$ cat config.mk
export PLATFORM = sky130hd
export DESIGN_NAME = psu_dt
export DESIGN_NICKNAME = d
export VERILOG_FILES = /design/src/rtl/psu_pkg.sv /design/src/rtl/psu_dt.sv
export SDC_FILE = /design/constraint.sdc
export NUM_CORES = 1
export LEC_CHECK = 0
export BUFFER_PORTS_ARGS = -buffer_cell sky130_fd_sc_hd__buf_4
export CAP_MARGIN = 10
export CORE_MARGIN = 5
export CORE_UTILIZATION = 50
export CTS_CLUSTER_DIAMETER = 120
export DETAILED_ROUTE_END_ITERATION = 8
export GPL_TIMING_DRIVEN = 0
export HOLD_SLACK_MARGIN = 0.08
export PLACE_DENSITY = 0.7
export REMOVE_ABC_BUFFERS = 1
export SYNTH_ARGS = -nofsm -noshare
export SYNTH_HDL_FRONTEND = slang
export SYNTH_SLANG_ARGS = --single-unit
$ cat constraint.sdc
create_clock -name clk -period 9 [get_ports clk]
set_input_delay 0.45 -clock clk [delete_from_list [all_inputs] [get_ports clk]]
set_output_delay 0.45 -clock clk [all_outputs]
set_load 0.005 [all_outputs]
$ cat src/rtl/psu_pkg.sv
package psu_pkg;

  // Stream widths.
  localparam int IN_W  = 464;
  localparam int OUT_W = 256;

  // Pipeline depth of the top level, output register included.
  localparam int N_STAGES = 7;

  // Elapsed time in seconds, unsigned Q15.16, saturated.
  localparam int DT_W = 31;
  localparam logic [DT_W-1:0] DT_MAX = 31'h7FFF_FFFF;

  // Elapsed milliseconds from which dt saturates: 2^31 * 1000 / 65536.
  localparam logic [31:0] DT_SAT_MS = 32'd32768000;

  // ms -> Q16.16 s splits 1000 into 8 * 125.
  // Quotients by 125 use a reciprocal: ceil(2^32 / 125).
  localparam int          RECIP_SHIFT = 32;
  localparam logic [25:0] RECIP_125   = 26'd34359739;
  localparam logic [6:0]  DIV_PART    = 7'd125;
  // floor(500 / 8): the rounding half, carried through the divide by 8.
  localparam logic [19:0] HALF_DIV8   = 20'd62;

  // Load enables for the three stages of the dt unit.
  typedef struct packed {
    logic s2;
    logic s3;
    logic s4;
  } psu_dt_en_t;

endpackage

$ cat src/rtl/psu_dt.sv
module psu_dt (
  input  logic                        clk,
  input  psu_pkg::psu_dt_en_t         en,
  input  logic [31:0]                 now_ms,
  input  logic [31:0]                 stamp_ms,
  output logic [psu_pkg::DT_W-1:0]    dt,
  output logic                        pend
);

  // Stage 2: elapsed ms, first quotient by 125.
  logic [24:0] e_r;
  logic [18:0] a_r;
  logic        sat_r, pend_r;
  // Stage 3: coarse quotient and fine quotient of the remainder.
  logic [18:0] a3_r;
  logic [13:0] c3_r;
  logic        sat3_r, pend3_r;
  // Stage 4: dt.
  logic [psu_pkg::DT_W-1:0] dt4_r;
  logic                     pend4_r;

  logic [31:0] diff;
  logic [50:0] prod_a;
  logic [25:0] a125;
  logic [6:0]  rem;
  logic [19:0] frac_x;
  logic [45:0] prod_c;
  logic [31:0] dt_sum;

  always_comb begin
    diff   = now_ms - stamp_ms;
    prod_a = 51'(diff[24:0]) * 51'(psu_pkg::RECIP_125);
    a125   = 26'(a_r) * 26'(psu_pkg::DIV_PART);
    rem    = 7'(26'(e_r) - a125);
    frac_x = {rem, 13'b0} + psu_pkg::HALF_DIV8;
    prod_c = 46'(frac_x) * 46'(psu_pkg::RECIP_125);
    dt_sum = {a3_r, 13'b0} + 32'(c3_r);
  end

  always_ff @(posedge clk) begin
    if (en.s2) begin
      e_r    <= diff[24:0];
      a_r    <= prod_a[50:psu_pkg::RECIP_SHIFT];
      sat_r  <= (diff >= psu_pkg::DT_SAT_MS);
      pend_r <= (now_ms < stamp_ms);
    end
    if (en.s3) begin
      a3_r    <= a_r;
      c3_r    <= prod_c[45:psu_pkg::RECIP_SHIFT];
      sat3_r  <= sat_r;
      pend3_r <= pend_r;
    end
    if (en.s4) begin
      dt4_r   <= sat3_r ? psu_pkg::DT_MAX : dt_sum[psu_pkg::DT_W-1:0];
      pend4_r <= pend3_r;
    end
  end

  assign dt   = dt4_r;
  assign pend = pend4_r;

endmodule

==> results of run 1 <==
## layout make-up
cell class,count,area share [%]
Clock buffer,10,1.099
Timing Repair Buffer,131,4.720
Inverter,531,9.565
Tap cell,468,2.810
Multi-Input combinational cell,1183,67.95
Clock inverter,6,0.4503
Sequential cell,93,13.40
## layer usage
layer	share of wire [%]	vias up
met2	49	225
met1	45	6003
met5	0	-
met4	1.7	0
met3	4.4	49
li1	-	6141
## flip-flops by register name, summed over array words and instances (netlist names)
| signal | flops |
|---|---|
| dt | 31 |
| a3_r | 18 |
| a_r | 18 |
| c3_r | 14 |
| e_r | 7 |
| pend | 1 |
| pend3_r | 1 |
| pend_r | 1 |
| sat3_r | 1 |
| sat_r | 1 |
## synth_stat cells (3+ instances only)
library cell | count | share of area [%]
nand4_1 | 12 | 0.41
and4_1 | 3 | 0.14
or2_2 | 21 | 0.71
and2_1 | 4 | 0.14
o21ai_0 | 33 | 0.89
o31a_1 | 3 | 0.14
nand2b_1 | 22 | 0.74
ha_1 | 453 | 31
a31oi_1 | 10 | 0.34
nor2_1 | 26 | 0.53
nand2_1 | 37 | 0.75
edfxtp_1 | 93 | 15
o21bai_1 | 14 | 0.57
a21oi_1 | 63 | 1.7
inv_1 | 531 | 11
o21ai_1 | 8 | 0.22
o21a_1 | 9 | 0.37
nor3_1 | 10 | 0.27
fa_1 | 241 | 26
and3_1 | 9 | 0.30
xnor2_1 | 55 | 2.6
a2111oi_0 | 4 | 0.19
a21o_1 | 37 | 1.5
a311oi_1 | 3 | 0.14
or3_1 | 4 | 0.14
nand3_1 | 20 | 0.54
clkbuf_1 | 7 | 0.14
o211ai_1 | 6 | 0.24
xor2_1 | 28 | 1.3
nor2b_1 | 9 | 0.30
a211o_1 | 3 | 0.14
## kinds of logic after synthesis
logic type / after synthesis / share of synthesized area [%]
flip-flops: 93 / 15.11
adder cells (fa/ha/maj): 694 / 56.76
AND/OR/NAND/NOR: 189 / 5.597
XOR/XNOR: 83 / 3.932
AO/OA/AOI/OAI: 216 / 7.628
multiplexers: 1 / 0.05415
buffers and inverters: 538 / 10.92
## what timing repair did
item	CTS	global route
resized for setup	43	48
endpoints found under the hold margin	0	0
buffers inserted	5	23
pin swaps	5	10
endpoints found under the setup margin	27	24
## worst paths after layout
| kind | cells after the start | endpoint | slack [ns] | from |
|---|---|---|---|---|
| min | 0 | a3_r[14] | 0.41 | a_r[14] |
| max reg2reg | 33 | c3_r[12] | 0.35 | a_r[1] |
| min reg2reg | 0 | a3_r[14] | 0.41 | a_r[14] |
| max | 32 | a_r[3] | 0.28 | stamp_ms[11] |
## per-stage QoR
step	util, %	TNS, ns	instance area, sq um
2_1_floorplan	-	0	18460
6_report	57.05	0	20840
4_1_cts	55.94	0	20430
3_5_place_dp	54.31	-21.33	19830
5_1_grt	57.05	-0.3592	20840
3_3_place_gp	54.18	-31.51	19790
## worst reg2reg max path, delay by kind of cell, from the launching register on
kind | cells | cell delay, ns
xor+xnor | 2 | 0.48
simple gates | 5 | 0.92
compound gates | 6 | 1.16
buf+inv | 7 | 0.38
flops | 1 | 0.44
fa+ha+maj | 13 | 5.01
==> reports/results.txt, run 1 <==
unrepaired setup endpoints after global routing: yes
slew margin rel.: 17.59%
status: finished, final reports clean
Hold WC Path Type: reg2reg
ant diodes: 0
# rows: 70
1st-pass router iterations: 4
CTS root buf: clkbuf_16
layout cells sized above 1: 12.28%
worst path buffer plus inverter count: 7
total grt overflow: 0
Syn Inst Count: 1814
clk_skew: 0.006699 ns
slowest CP cell: fa_1
vias per cell: 5.127
Initial Util: 50.62%
met3 Usage GRT: 2.342%
DR DRC count: 0
post-route insts no fill: 2422
leading cell type in the layout, fill and taps excluded: inv_1
drt initial violations: 344
fillers: 3098
CP Data Arrival Time: 8.80 ns
Die Ht: 202.3 um
register bit total from synthesis: 93
Placed Cells: 2378
Top Ports: 100
routed length per instance: 15.15 um
Crit. End Element: flop
met1 usage in global routing: 24.61%
CTS tree: yes
total wire length: 36690 um
pre-CTS WS: -1.357 ns
Critical Path Fanout Max: 6
critical path class: in2reg
footprint of the multi-input gates: 0.01416 sq mm
Num CTS Buffers: 9
Die ar.: 0.04092 sq mm
setup violators final: 0
CTS Hold Bufs: 0
met2 GRT Util: 32.62%
die width: 202.3 um
Top FF cell, synth: edfxtp_1
CTS Sinks: 93
global-route wire length before repair: 62660 um
most frequent cells in the layout: inv_1, ha_1, fa_1, buf_4, edfxtp_1
FMAX: 114.6 MHz
Slew Viols, Final: 0
hold_ws: 0.4149 ns
fin crit period: 8.724 ns
number of H-tree levels: 3
Tcrit/Tclk final: 96.93%
I/O Buffers: 99
Critical Path Max Stage Delay: 0.62 ns
share of async-settable or async-resettable flops after synthesis: 0%
startpoint types: primary input
Clock Path Buffers: 2
GR peak layer: met2
family with the most delay on the worst path: adder cells
Post-Syn Area: 0.01849 sq mm
final-report hold violation count: 0
Core Box Area: 0.03652 sq mm
Final HPWL DP: 32260 um
GRT Total Usage: 18.45%
initial antenna violation count: 1
Post-synth EDFFs: 93
Vias: 12420
CP dominant cell by count: fa_1
CP required: 9.08 ns
maxcap violations: 0
vias in the first global route: 13330
synthesis-to-layout area growth: 12.72%
Synth warnings: 0
clock-pin slew on the worst setup and hold paths: 0.07 ns
sequential share of the synthesized area: 15.11%
Distinct cells, synth: 61
RD Place Congestion: 0.9581
Avg Synthesized Cell Area: 10.19 sq um
Slew @ Worst Pin: 1.236 ns
worst setup margin: 0.2762 ns
final-stage net count: 2711
Clk Latency, worst-skew pair: 0.33 ns
antenna-violating nets left: 0
largest net degree at the start of global routing: 35
Register Area: 0.002793 sq mm
Power of run 1 is not shown: default switching activity piles up to over one toggle a cycle in this logic, so the estimate is an artifact.
==> inputs of run 2 (changes only) <==
Settings changed: SETUP_SLACK_MARGIN from default to 0.4.
==> run 2 against run 1 <==
Net effect: first-iteration DRC count increased by 6.7%; register-to-register slack improved by 0.38 ns; clock-buffer cell count unchanged; via count is 1.1% higher; hold slack improved by 0.00061 ns; global-route usage grew 0.35 points.
==> reports/results.txt, run 2 (synthesized netlist as in run 1, its figures left out) <==
status: finished, final reports clean
flip-flop count of the largest register after layout: 31
synthesis-to-layout area growth: 15.53%
CP required: 9.07 ns
DR DRC count: 0
final instance area: 0.02136 sq mm
Clock Path Buffers: 2
final-stage net count: 2739
Tcrit/Tclk final: 93.14%
total wire length: 37560 um
1st-pass router iterations: 4
largest net degree at the start of global routing: 35
pre-CTS WS: -1.357 ns
fin crit period: 8.383 ns
fillers: 3006
DP Area: 0.01983 sq mm
Num CTS Buffers: 9
worst setup margin: 0.6170 ns
Vias: 12560
CTS Sinks: 93
Initial Util: 50.62%
Core Box Area: 0.03652 sq mm
maxcap violations: 0
layout cells sized above 1: 15.24%
setup violators final: 0
Final HPWL DP: 32260 um
number of H-tree levels: 3
CP Data Arrival Time: 8.46 ns
Clk Latency, worst-skew pair: 0.33 ns
Worst Reg-to-Reg Cells: 33
clock-pin slew on the worst setup and hold paths: 0.07 ns
unrepaired setup endpoints after global routing: yes
Top Ports: 100
vias per cell: 5.126
CTS root buf: clkbuf_16
total grt overflow: 0
Die Ht: 202.3 um
Critical Path Max Stage Delay: 0.56 ns
CTS Hold Bufs: 0
FMAX: 119.3 MHz
Slew Viols, Final: 0
antenna-violating nets left: 0
startpoint types: primary input
die width: 202.3 um
slew margin rel.: 19.86%
Die ar.: 0.04092 sq mm
I/O Buffers: 99
critical path class: in2reg
Critical Path Fanout Max: 6
Slew @ Worst Pin: 1.202 ns
GRT Total Usage: 18.80%
final-report hold violation count: 0
drt initial violations: 367
leading cell type in the layout, fill and taps excluded: inv_1
Hold Crit Depth: 0
CTS tree: yes
routed length per instance: 15.33 um
RD Place Congestion: 0.9581
Hold WC Path Type: reg2reg
# rows: 70
slowest CP cell: fa_1
global-route wire length before repair: 63800 um
Crit. End Element: flop
initial antenna violation count: 1
most frequent cells in the layout: inv_1, ha_1, fa_1, buf_4, edfxtp_1
clk_skew: 0.007117 ns
vias in the first global route: 13470
ant diodes: 0
run 2: repair_timing:
action | 4_1_cts | 5_1_grt
pin swaps | 28 | 54
endpoints found under the hold margin | 0 | 0
setup endpoints to repair | 29 | 25
setup buffers | 24 | 32
resized for setup | 84 | 59
run 2: final timing paths:
kind          startpoint  slack (ns)        to
min reg2reg      a_r[14]        0.42  a3_r[14]
min              a_r[14]        0.42  a3_r[14]
max          stamp_ms[6]        0.62   a_r[14]
max reg2reg       a_r[1]        0.73  c3_r[12]
run 2: area by class of cell:
cell class | count | area (sq um) | area share [%]
tap | 468 | 585.6 | 2.742
sequential | 93 | 2793 | 13.08
timing repair buffer | 159 | 1194 | 5.589
inverter | 531 | 1997 | 9.350
clock buffer | 10 | 229.0 | 1.072
clock inverter | 6 | 93.84 | 0.4394
multi-input combinational | 1183 | 14470 | 67.73
run 2: routing by layer:
metal  routed length, um  part of all wire (%)  GRT usage, %
met5                   0                     0             0
met4                 596                   1.6         3.419
met3                1764                   4.7         2.679
met2               18540                    49         33.44
met1               16660                    44         24.79
run 2: per-stage QoR:
| step | instances | hold slack (ns) | utilization (%) | TNS, ns |
|---|---|---|---|---|
| global placement | 2374 | 0.4038 | 54.18 | -31.51 |
| CTS | 2418 | 0.4164 | 56.92 | 0 |
| detailed placement | 2378 | 0.4045 | 54.31 | -21.33 |
| floorplan | 1807 | 0.4003 | - | 0 |
| global route | 2450 | 0.4255 | 58.48 | 0 |
| finish | 2450 | 0.4155 | 58.48 | 0 |
run 2: worst max-delay path: cells and delay by family:
kind	cells	cell delay, ns
buf+inv	9	0.88
mux	1	0.26
fa+ha+maj	9	3.78
compound gates	10	2.30
simple gates	3	0.50
xor+xnor	1	0.25
Power of run 2 is left out for the same reason.
==> inputs of run 3 (changes only) <==
Settings changed: CAP_MARGIN 10 to default, PLACE_DENSITY 0.7 to 0.67.
Clock period 9 ns to 10 ns, I/O delays scaled along.
==> run 3 against run 2 <==
Net effect: utilization fell by 2.7 points; final area fell by 4.5%; die area did not move; register-to-register slack improved by 0.20 ns; non-clock buffer count fell by 53; setup slack improved by 0.14 ns; sequential share of layout area rose by 0.62 points; global-route usage fell by 0.36 points; clock skew fell by 0.0020 ns; clock-buffer cell count fell by 1; via count fell by 2.9%; cell count fell by 2.2%.
==> reports/results.txt, run 3 (synthesized netlist as in run 1, its figures left out) <==
CTS root buf: clkbuf_16
largest net degree at the start of global routing: 35
Core Box Area: 0.03652 sq mm
setup violators final: 0
clk_skew: 0.005089 ns
drt initial violations: 391
startpoint types: primary input
most frequent cells in the layout: inv_1, ha_1, fa_1, buf_4, edfxtp_1
fin crit period: 9.241 ns
Die Ht: 202.3 um
Crit. End Element: flop
I/O Buffers: 99
antenna-violating nets left: 0
footprint of the multi-input gates: 0.01390 sq mm
vias per cell: 5.092
RD Place Congestion: 0.9465
CTS Hold Bufs: 0
layout cells sized above 1: 9.336%
Slew Viols, Final: 0
total wire length: 36270 um
routed length per instance: 15.14 um
number of H-tree levels: 3
flip-flop count of the largest register after layout: 31
1st-pass router iterations: 5
vias in the first global route: 13170
CP Data Arrival Time: 9.31 ns
Slew @ Worst Pin: 1.440 ns
Clock Path Buffers: 2
status: finished, final reports clean
slowest CP cell: fa_1
CTS tree: yes
FMAX: 108.2 MHz
hold_ws: 0.4176 ns
Hold WC Path Type: reg2reg
die width: 202.3 um
Register Area: 0.002793 sq mm
CP required: 10.07 ns
total grt overflow: 0
Die ar.: 0.04092 sq mm
maxcap violations: 0
DR DRC count: 0
Tcrit/Tclk final: 92.41%
met2 GRT Util: 32.71%
slew margin rel.: 3.313%
Critical Path Max Stage Delay: 0.61 ns
unrepaired setup endpoints after global routing: no
leading cell type in the layout, fill and taps excluded: inv_1
Critical Path Fanout Max: 8
Final HPWL DP: 31950 um
synthesis-to-layout area growth: 10.27%
CP dominant cell by count: fa_1
Hold Crit Depth: 0
ant diodes: 0
met1 usage in global routing: 24.58%
clock-pin slew on the worst setup and hold paths: 0.06 ns
Clk Latency, worst-skew pair: 0.33 ns
final-stage net count: 2686
final-report hold violation count: 0
GRT Total Usage: 18.44%
initial antenna violation count: 0
Num CTS Buffers: 9
met3 Usage GRT: 2.711%
critical path class: in2reg
Initial Util: 50.62%
Worst Reg-to-Reg Cells: 30
fillers: 3177
Top Ports: 100
GR peak layer: met2
Vias: 12200
global-route wire length before repair: 62510 um
CTS Sinks: 93
# rows: 70
## run 3: cell types whose count changed in the layout (fill, tap and decap cells not counted), moves of 4 or more
cell / before / now
ha_4: 13 / 0
a21oi_1: 55 / 60
ha_1: 429 / 451
a31oi_4: 4 / 0
a31oi_1: 5 / 9
o21ai_2: 7 / 3
ha_2: 11 / 2
inv_2: 7 / 2
inv_1: 523 / 529
o21ai_0: 25 / 31
buf_4: 159 / 105
## run 3: timing repair
item / in CTS / in global routing
resized for setup: 5 / 31
endpoints found under the setup margin: 13 / 18
setup buffers: 1 / 5
pin swaps: 1 / 1
## run 3: per-stage QoR
stage / cell area, sq um / setup WS [ns] / utilization [%] / cells / TNS (ns)
6_report: 20390 / 0.7587 / 55.82 / 2396 / 0
5_1_grt: 20390 / 0.3794 / 55.82 / 2396 / 0
4_1_cts: 20170 / 0.4051 / 55.23 / 2391 / 0
3_5_place_dp: 19810 / -0.3553 / 54.24 / 2375 / -2.626
3_3_place_gp: 19790 / -1.062 / 54.18 / 2374 / -14.67
2_1_floorplan: 18460 / 1.435 / - / 1807 / 0
## run 3: final cells by class
type                       count  area share, %
multi-input combinational   1183          68.20
sequential                    93          13.70
inverter                     531          9.777
timing repair buffer         106          3.916
tap                          468          2.872
clock buffer                   9          1.105
clock inverter                 6         0.4358
## run 3: routing by layer
metal,share of wire [%],up-vias
met5,0,-
met4,1.2,0
met3,4.3,32
met2,49,206
met1,45,5898
li1,-,6065
## run 3: worst paths after layout
check,slack (ns),to,from
max,0.76,a_r[17],now_ms[6]
min,0.42,a3_r[10],a_r[10]
max reg2reg,0.93,c3_r[12],a_r[0]
min reg2reg,0.42,a3_r[10],a_r[10]
## run 3: critical path: cells and delay by family
family / cells / cell delay, ns
AO/OA/AOI/OAI: 11 / 2.97
buffers and inverters: 6 / 0.69
XOR/XNOR: 1 / 0.11
adder cells (fa/ha/maj): 9 / 4.28
AND/OR/NAND/NOR: 4 / 0.74
Power of run 3 is left out for the same reason.
